`src/hdl/otr_pkg.sv`:
```
// Shared types and constants for the overlapping tile router.
// Used by otr_axis, otr_emit and overlapping_tile_router; depends on nothing.
package otr_pkg;

  localparam int FIELD_W = 16;
  localparam int PIXEL_W = 32;
  localparam int INDEX_W = 3;

  // Configuration register indexes
  localparam logic [INDEX_W-1:0] REG_IMAGE_WIDTH  = 3'd0;
  localparam logic [INDEX_W-1:0] REG_IMAGE_HEIGHT = 3'd1;
  localparam logic [INDEX_W-1:0] REG_TILE_WIDTH   = 3'd2;
  localparam logic [INDEX_W-1:0] REG_TILE_HEIGHT  = 3'd3;
  localparam logic [INDEX_W-1:0] REG_H_OVERLAP    = 3'd4;
  localparam logic [INDEX_W-1:0] REG_V_OVERLAP    = 3'd5;

  // Tiles along one axis that hold the current position
  typedef struct packed {
    logic               err;   // overlap out of range on this axis
    logic               two;   // a second tile holds the position
    logic [FIELD_W-1:0] idx0;
    logic [FIELD_W-1:0] pos0;
    logic [FIELD_W-1:0] idx1;
    logic [FIELD_W-1:0] pos1;
  } axis_hits_t;

  // Copy sequencer status seen by the top level
  typedef struct packed {
    logic busy;        // an item is held in the job register
    logic take_next;   // the job register frees or is empty this cycle
  } emit_status_t;

endpackage

```
`src/hdl/otr_axis.sv`:
```
// One axis of the tile grid: position counters, tile lookup and step logic.
// Depends on otr_pkg.
module otr_axis #(
  parameter int COORD_BITS = 16
) (
  input  logic                        clk,
  input  logic                        rst,
  input  logic                        en,          // an item is accepted
  input  logic                        clear,       // start counting from zero
  input  logic                        adv,         // step this axis
  input  logic [otr_pkg::FIELD_W-1:0] tile_size,
  input  logic [otr_pkg::FIELD_W-1:0] overlap,
  input  logic [otr_pkg::FIELD_W-1:0] image_size,
  output otr_pkg::axis_hits_t         hits,
  output logic                        wrap
);

  localparam int AW = ((COORD_BITS > otr_pkg::FIELD_W) ? COORD_BITS : otr_pkg::FIELD_W) + 2;

  logic [COORD_BITS-1:0] count, first_tile, offset;
  logic [COORD_BITS-1:0] count_cur, first_cur, offset_cur;
  logic [COORD_BITS-1:0] count_next, first_next, offset_next;

  logic [otr_pkg::FIELD_W-1:0] tile_eff, ov_eff, stride;
  logic                        ov_full, ov_half;
  logic [AW-1:0] cnt_w, first_w, off_w, tile_w, stride_w, img_w, start_w;
  logic [AW-1:0] off_inc_w, off_wrap_w, off_sub_w, first_inc_w;
  logic          has_next;

  // Geometry: zero tile size acts as one, an overlap at or above the tile is dropped
  always_comb begin
    tile_eff = (tile_size == '0) ? otr_pkg::FIELD_W'(1) : tile_size;
    ov_full  = (overlap >= tile_eff);
    ov_half  = ({overlap, 1'b0} > {1'b0, tile_eff});
    ov_eff   = ov_full ? '0 : overlap;
    stride   = tile_eff - ov_eff;
  end

  assign count_cur  = clear ? '0 : count;
  assign first_cur  = clear ? '0 : first_tile;
  assign offset_cur = clear ? '0 : offset;

  always_comb begin
    cnt_w       = {{(AW-COORD_BITS){1'b0}}, count_cur};
    first_w     = {{(AW-COORD_BITS){1'b0}}, first_cur};
    off_w       = {{(AW-COORD_BITS){1'b0}}, offset_cur};
    tile_w      = {{(AW-otr_pkg::FIELD_W){1'b0}}, tile_eff};
    stride_w    = {{(AW-otr_pkg::FIELD_W){1'b0}}, stride};
    img_w       = {{(AW-otr_pkg::FIELD_W){1'b0}}, image_size};
    start_w     = (cnt_w >= off_w) ? (cnt_w - off_w) : '0;
    has_next    = ((start_w + tile_w) < img_w);
    off_inc_w   = off_w + AW'(1);
    off_wrap_w  = off_inc_w - stride_w;
    off_sub_w   = off_w - stride_w;
    first_inc_w = first_w + AW'(1);
  end

  // The successor tile starts one stride later, so the position in it is offset - stride
  always_comb begin
    hits.err  = ov_full | ov_half;
    hits.two  = (off_w >= stride_w) && has_next;
    hits.idx0 = first_w[otr_pkg::FIELD_W-1:0];
    hits.pos0 = off_w[otr_pkg::FIELD_W-1:0];
    hits.idx1 = first_inc_w[otr_pkg::FIELD_W-1:0];
    hits.pos1 = off_sub_w[otr_pkg::FIELD_W-1:0];
  end

  // Step: wrap at the image edge, move to the next tile at the tile edge
  always_comb begin
    wrap = ((cnt_w + AW'(1)) >= img_w);
    if (wrap) begin
      count_next  = '0;
      first_next  = '0;
      offset_next = '0;
    end else if ((off_inc_w >= tile_w) && has_next) begin
      count_next  = count_cur + COORD_BITS'(1);
      first_next  = first_cur + COORD_BITS'(1);
      offset_next = off_wrap_w[COORD_BITS-1:0];
    end else begin
      count_next  = count_cur + COORD_BITS'(1);
      first_next  = first_cur;
      offset_next = off_inc_w[COORD_BITS-1:0];
    end
  end

  always_ff @(posedge clk) begin
    if (rst) begin
      count      <= '0;
      first_tile <= '0;
      offset     <= '0;
    end else if (en) begin
      count      <= adv ? count_next  : count_cur;
      first_tile <= adv ? first_next  : first_cur;
      offset     <= adv ? offset_next : offset_cur;
    end
  end

endmodule

```
`src/hdl/otr_emit.sv`:
```
// Job register and copy sequencer: sends one tile copy per cycle to the result register while it is free.
// Depends on otr_pkg.
module otr_emit (
  input  logic                        clk,
  input  logic                        rst,
  input  logic                        load,
  input  logic [otr_pkg::PIXEL_W-1:0] pixel_in,
  input  logic                        err_in,
  input  otr_pkg::axis_hits_t         col_in,
  input  otr_pkg::axis_hits_t         row_in,
  output otr_pkg::emit_status_t       status,
  output logic                        out_valid,
  input  logic                        out_ready,
  output logic [otr_pkg::FIELD_W-1:0] tile_row,
  output logic [otr_pkg::FIELD_W-1:0] tile_col,
  output logic [otr_pkg::FIELD_W-1:0] row_in_tile,
  output logic [otr_pkg::FIELD_W-1:0] col_in_tile,
  output logic [otr_pkg::PIXEL_W-1:0] pixel_out,
  output logic                        last,
  output logic                        overlap_error
);

  logic                        job_valid;
  logic [otr_pkg::PIXEL_W-1:0] job_pixel;
  logic                        job_err;
  otr_pkg::axis_hits_t         job_col, job_row;
  logic                        row_sel, col_sel;
  logic                        slot_free, take, last_copy;

  assign slot_free = !out_valid || out_ready;
  assign take      = job_valid && slot_free;
  assign last_copy = (row_sel == job_row.two) && (col_sel == job_col.two);

  assign status.busy      = job_valid;
  assign status.take_next = !job_valid || (take && last_copy);

  always_ff @(posedge clk) begin
    if (rst) begin
      job_valid <= 1'b0;
      row_sel   <= 1'b0;
      col_sel   <= 1'b0;
    end else if (load) begin
      job_valid <= 1'b1;
      row_sel   <= 1'b0;
      col_sel   <= 1'b0;
    end else if (take) begin
      if (last_copy) begin
        job_valid <= 1'b0;
      end else if (col_sel != job_col.two) begin
        col_sel <= 1'b1;
      end else begin
        col_sel <= 1'b0;
        row_sel <= 1'b1;
      end
    end
  end

  always_ff @(posedge clk) begin
    if (load) begin
      job_pixel <= pixel_in;
      job_err   <= err_in;
      job_col   <= col_in;
      job_row   <= row_in;
    end
  end

  always_ff @(posedge clk) begin
    if (rst) begin
      out_valid <= 1'b0;
    end else if (take) begin
      out_valid <= 1'b1;
    end else if (out_ready) begin
      out_valid <= 1'b0;
    end
  end

  always_ff @(posedge clk) begin
    if (take) begin
      tile_row      <= row_sel ? job_row.idx1 : job_row.idx0;
      row_in_tile   <= row_sel ? job_row.pos1 : job_row.pos0;
      tile_col      <= col_sel ? job_col.idx1 : job_col.idx0;
      col_in_tile   <= col_sel ? job_col.pos1 : job_col.pos0;
      pixel_out     <= job_pixel;
      last          <= last_copy;
      overlap_error <= job_err;
    end
  end

endmodule

```
`src/hdl/overlapping_tile_router.sv`:
```
// Top level of the overlapping tile router: configuration registers, both axes, copy sequencer.
// Depends on otr_pkg, otr_axis and otr_emit.
//
// Usage:
//   Input channel (in_valid/in_ready) takes one raster-order pixel per item;
//   start_of_image on an item clears the position counters before that pixel.
//   Output channel (out_valid/out_ready) gives one item per tile holding the
//   pixel (one, two or four), tile rows outer and tile columns inner, with
//   last set on the final copy of the pixel.
//   Configuration: write cfg_data into register cfg_index while cfg_we is high;
//   write only while the block is idle.
// Path: an accepted pixel is held in the job register, and each of its copies
//   is then registered in the result register that drives the output.
// Throughput: one pixel per cycle when each pixel falls in a single tile and
//   out_ready stays high; a pixel with several copies holds the copy sequencer
//   until its last copy is taken, and the input sees backpressure meanwhile.
// Reset: counters clear to the image origin, registers take 640x480 with a
//   single tile and no overlap, both channels go empty.
// Stall: while out_ready is low the result register holds its item; the job
//   register keeps one more pixel and then in_ready drops.
module overlapping_tile_router #(
  parameter int COORD_BITS = 16
) (
  input  logic                        clk,
  input  logic                        rst,
  input  logic                        cfg_we,
  input  logic [otr_pkg::INDEX_W-1:0] cfg_index,
  input  logic [otr_pkg::FIELD_W-1:0] cfg_data,
  input  logic                        in_valid,
  output logic                        in_ready,
  input  logic [otr_pkg::PIXEL_W-1:0] pixel,
  input  logic                        start_of_image,
  output logic                        out_valid,
  input  logic                        out_ready,
  output logic [otr_pkg::FIELD_W-1:0] tile_row,
  output logic [otr_pkg::FIELD_W-1:0] tile_col,
  output logic [otr_pkg::FIELD_W-1:0] row_in_tile,
  output logic [otr_pkg::FIELD_W-1:0] col_in_tile,
  output logic [otr_pkg::PIXEL_W-1:0] pixel_out,
  output logic                        last,
  output logic                        overlap_error
);

  logic [otr_pkg::FIELD_W-1:0] image_width, image_height;
  logic [otr_pkg::FIELD_W-1:0] tile_width, tile_height;
  logic [otr_pkg::FIELD_W-1:0] h_overlap, v_overlap;

  logic                  accept;
  logic                  col_wrap, row_wrap;
  otr_pkg::axis_hits_t   col_hits, row_hits;
  otr_pkg::emit_status_t emit_status;

  // Configuration registers
  always_ff @(posedge clk) begin
    if (rst) begin
      image_width  <= otr_pkg::FIELD_W'(640);
      image_height <= otr_pkg::FIELD_W'(480);
      tile_width   <= otr_pkg::FIELD_W'(640);
      tile_height  <= otr_pkg::FIELD_W'(480);
      h_overlap    <= '0;
      v_overlap    <= '0;
    end else if (cfg_we) begin
      unique case (cfg_index)
        otr_pkg::REG_IMAGE_WIDTH:  image_width  <= cfg_data;
        otr_pkg::REG_IMAGE_HEIGHT: image_height <= cfg_data;
        otr_pkg::REG_TILE_WIDTH:   tile_width   <= cfg_data;
        otr_pkg::REG_TILE_HEIGHT:  tile_height  <= cfg_data;
        otr_pkg::REG_H_OVERLAP:    h_overlap    <= cfg_data;
        otr_pkg::REG_V_OVERLAP:    v_overlap    <= cfg_data;
        default: ;  // drop writes to unused indexes
      endcase
    end
  end

  // Take a new pixel whenever the job register is empty or frees up this cycle
  assign in_ready = emit_status.take_next;
  assign accept   = in_valid && in_ready;

  // Columns step on every pixel; rows step only when the column counter wraps
  otr_axis #(.COORD_BITS(COORD_BITS)) u_col_axis (
    .clk        (clk),
    .rst        (rst),
    .en         (accept),
    .clear      (start_of_image),
    .adv        (1'b1),
    .tile_size  (tile_width),
    .overlap    (h_overlap),
    .image_size (image_width),
    .hits       (col_hits),
    .wrap       (col_wrap)
  );

  otr_axis #(.COORD_BITS(COORD_BITS)) u_row_axis (
    .clk        (clk),
    .rst        (rst),
    .en         (accept),
    .clear      (start_of_image),
    .adv        (col_wrap),
    .tile_size  (tile_height),
    .overlap    (v_overlap),
    .image_size (image_height),
    .hits       (row_hits),
    .wrap       (row_wrap)
  );

  otr_emit u_emit (
    .clk           (clk),
    .rst           (rst),
    .load          (accept),
    .pixel_in      (pixel),
    .err_in        (col_hits.err | row_hits.err),
    .col_in        (col_hits),
    .row_in        (row_hits),
    .status        (emit_status),
    .out_valid     (out_valid),
    .out_ready     (out_ready),
    .tile_row      (tile_row),
    .tile_col      (tile_col),
    .row_in_tile   (row_in_tile),
    .col_in_tile   (col_in_tile),
    .pixel_out     (pixel_out),
    .last          (last),
    .overlap_error (overlap_error)
  );

  // An accepted pixel always lands in the job register
  a_accept_loads: assert property (@(posedge clk) disable iff (rst)
    accept |=> emit_status.busy)
    else $error("accepted pixel not held in job register");

  // A busy job register behind a stalled result register blocks the input
  a_stall_blocks: assert property (@(posedge clk) disable iff (rst)
    (emit_status.busy && out_valid && !out_ready) |-> !in_ready)
    else $error("input accepted while copies are stalled");

  // A copy that is not the last one leaves the pixel in the job register
  a_more_copies: assert property (@(posedge clk) disable iff (rst)
    (out_valid && out_ready && !last) |-> emit_status.busy)
    else $error("job register empty while copies remain");

  // A pixel accepted on the last row but not in the last column is held or sent
  a_row_wrap: assert property (@(posedge clk) disable iff (rst)
    (accept && row_wrap && !col_wrap) |=> (out_valid || emit_status.busy))
    else $error("row wrap outside column wrap lost an item");

endmodule
```
`config.mk`:
```
export PLATFORM = sky130hd
export DESIGN_NAME = overlapping_tile_router
export DESIGN_NICKNAME = d
export VERILOG_FILES = /design/src/hdl/otr_pkg.sv /design/src/hdl/otr_axis.sv /design/src/hdl/otr_emit.sv /design/src/hdl/overlapping_tile_router.sv
export SDC_FILE = /design/constraint.sdc
export NUM_CORES = 1
export LEC_CHECK = 0
export BUFFER_PORTS_ARGS = -buffer_cell sky130_fd_sc_hd__buf_2
export CAP_MARGIN = 20
export CELL_PAD_IN_SITES_DETAIL_PLACEMENT = 0
export CELL_PAD_IN_SITES_GLOBAL_PLACEMENT = 1
export CORE_MARGIN = 4
export CORE_UTILIZATION = 30
export DETAILED_ROUTE_END_ITERATION = 8
export GPL_TIMING_DRIVEN = 0
export PLACE_DENSITY = 0.53
export SLEW_MARGIN = 0
export SYNTH_ARGS = -nofsm -noshare
export SYNTH_HDL_FRONTEND = slang
export SYNTH_SLANG_ARGS = --single-unit
```
`constraint.sdc`:
```
create_clock -name clk -period 9.4 [get_ports clk]
set_input_delay 0.47 -clock clk [delete_from_list [all_inputs] [get_ports clk]]
set_output_delay 0.47 -clock clk [all_outputs]
set_load 0.01 [all_outputs]
```
==> results_dict.tcl <==
set metrics [dict create \
    root_buffer "clkbuf_16" \
    slew_headroom 0.300 \
    row_count 114 \
    grt_setup_unrepaired "false" \
    r2r_cells 29 \
    timing.final.ws_setup_ns 0.380 \
    coreArea_mm2 0.0966 \
    power_mw 5.34 \
    cts_max_level 2 \
    post-synth-top-count-cell "nand2_1" \
    status "completed" \
    cp_data_arrival_time_ns 9.57 \
    synthFlopType "edfxtp_1" \
    ir_drop_mv 0.116 \
    slew_viol_final 0 \
    synth_commonest_cells "356 x nand2_1, 312 x ha_1, 261 x edfxtp_1, 237 x a21oi_1, 196 x dfxtp_1" \
    ys_warn_count 0 \
    cts.reportedPaths.clkPinSlew_ns 0.06 \
    clk_latency_ns 0.66 \
    crit_type "in -> reg" \
    r2r_slack_ns 1.24 \
    clk_path_buf_depth 3 \
    port_buffers 155 \
    path_max_fanout 15 \
    synth.distinct_cells 86 \
    hpwl_um 77100 \
    gp_congestion 0.892 \
    grt_pass1_wl_um 145000 \
    vias 23700 \
    syn_nets 3444 \
    seq_area_frac_synth 0.404 \
    max_freq_mhz 111 \
    synth_area_leaders "edfxtp_1 27%, dfxtp_1 13%, ha_1 13%, nand2_1 4.6%, a21oi_1 4.1%" \
    dr.pass1.iters 7 \
    yosysTopAreaCell "edfxtp_1" \
    end_kind "register" \
    placed_area_mm2 0.0316 \
    num_antenna_cells 0 \
    holdCritPathClass "in -> reg" \
    worstPathRequired_ns 9.95 \
    dr.first_iter.drc_count 1451 \
    finClkSkew_ns 0.0411 \
    routed_wl_um 96600 \
    drc 0 \
    avgSynthCellArea_um2 9.50 \
    die_width_um 320 \
    r2r_end "u_col_axis.offset[15]" \
    syn_area_mm2 0.0291 \
    start_util 0.302 \
    num-nets-final 3690 \
    crit_top_cell "a21oi_1" \
    grt_pass1_vias 23500 \
    layout-drive-gt1-share 0.110 \
    synth_seq_cells 457 \
    synthCells 3065 \
    die_y_um 320 \
    wl_per_cell_um 20.8 \
    synth_edf_count 261 \
    holdPathEnd "h_overlap[1]" \
    utilization 0.352 \
    hp-start "cfg_data[1]" \
    dieArea_mm2 0.102 \
    worst_pin_slew_ns 1.05 \
    via_per_inst 5.12 \
    grt_start_max_net_pins 107 \
    timing.critical_path.slowest_stage_cell "buf_2" \
    total_leakage_power_nw 14.0 \
    reg2reg_from "tile_width[8]" \
    synthArstFlopShare 0 \
    synth_top_area_frac 0.269 \
    final_area_mm2 0.0340 \
    syn2layout_area_growth_pct 16.8 \
    antenna_found_initial 2 \
    cts_setup_buffers 0 \
    antenna_left 0 \
    startpoint_type "input pin" \
    crit_path_max_incr_delay_ns 0.42 \
    pre_cts_ws_ns -5.38 \
    drv_cap 0 \
    cts_made_buffers 54 \
    io-pin-count 157 \
    power_density_mw_per_mm2 157 \
    hold_violations 0 \
    worstHoldPathCells 3 \
    fin_crit_sh 0.960 \
    clkSinkCount 457 \
    grt_usage 0.184 \
    tritoncts "yes" \
    grt_overflow_total 0 \
    fin_crit_ns 9.02 \
    finalSetupViolCount 0 \
]
==> worst max path at each step <==
| stage | start | to | cells after the start |
|---|---|---|---|
| 5_1_grt | start_of_image | u_col_axis.first_tile[7] | 39 |
| 3_5_place_dp | start_of_image | u_col_axis.offset[4] | 40 |
| 3_3_place_gp | start_of_image | u_col_axis.offset[4] | 39 |
| 6_report | start_of_image | u_col_axis.first_tile[4] | 39 |
| 2_1_floorplan | start_of_image | u_col_axis.first_tile[7] | 41 |
| 4_1_cts | start_of_image | u_col_axis.first_tile[4] | 40 |
==> where the power goes <==
part           switching (mW)  leakage (nW)  internal [mW]
Combinational           0.480          8.97          0.277
Sequential             0.0298          4.11           2.22
Clock                   0.917         0.964           1.41
Total                    1.43          14.0           3.91
==> layout by cell type (no fill, tap or decap), types with 28 or more instances in the layout <==
| cell type | count |
|---|---|
| nand2_1 | 355 |
| inv_1 | 186 |
| xnor2_1 | 130 |
| ha_1 | 312 |
| o21ai_0 | 132 |
| nor3_1 | 48 |
| nand2b_1 | 66 |
| mux2_2 | 70 |
| xor2_1 | 78 |
| o21a_1 | 28 |
| a21oi_1 | 235 |
| nor2b_1 | 86 |
| a21o_1 | 81 |
| dlygate4sd3_1 | 33 |
| clkbuf_1 | 110 |
| nand4_1 | 35 |
| dfxtp_1 | 196 |
| o211ai_1 | 33 |
| nand3_1 | 74 |
| buf_2 | 162 |
| edfxtp_1 | 261 |
| nor2_1 | 165 |
| clkbuf_16 | 54 |
==> per-stage QoR <==
stage                     hold slack, ns  setup TNS (ns)  cells
after detailed placement           0.405         -331.72   4502
final                              0.129               0   4632
after CTS                         0.0784               0   4633
after global placement             0.401         -347.92   4496
after floorplan                    0.400               0   3065
after global routing               0.131               0   4632
==> area by class of cell <==
type	instances	area, um^2
Clock buffer	66	1460
Sequential cell	457	11800
Timing Repair Buffer	194	1230
Buffer	123	505
Fill cell	9819	62600
Clock inverter	35	523
Inverter	191	724
Multi-Input combinational cell	2290	16200
Tap cell	1276	1600
==> critical path: cells and delay by family <==
| kind | cells | cell delay, ns |
|---|---|---|
| AO/OA/AOI/OAI | 17 | 3.51 |
| buffers and inverters | 9 | 2.83 |
| AND/OR/NAND/NOR | 8 | 1.26 |
| adder cells (fa/ha/maj) | 4 | 1.24 |
| XOR/XNOR | 1 | 0.19 |
==> repair_timing <==
action	4_1_cts	5_1_grt
hold buffers	33	0
endpoints found under the setup margin	73	52
endpoints found under the hold margin	33	0
cloned	0	0
resized for setup	21	8
==> routing by layer <==
layer	share of wire	vias to the layer above	global-route usage
met4	0.022	0	0.0425
met5	0	-	0
met2	0.43	600	0.283
met3	0.051	102	0.0270
li1	-	11500	-
met1	0.50	11500	0.272
==> cells by family (layout without fill, tap and decap cells) <==
logic type	Yosys count	in the layout	synth area share
AO/OA/AOI/OAI	704	704	0.153
XOR/XNOR	211	211	0.0652
adder cells (fa/ha/maj)	333	333	0.145
buffers and inverters	318	609	0.0413
flip-flops	457	457	0.404
multiplexers	93	93	0.0350
AND/OR/NAND/NOR	949	949	0.157
==> state kept, by name (all words and copies together), names as in the netlist, 32 cells and up <==
signal and cells:
u_emit.job_col 65, u_emit.pixel_out 32, u_emit.job_row 65, u_emit.job_pixel 32
Note: power is estimated with default switching activity, not from simulation.
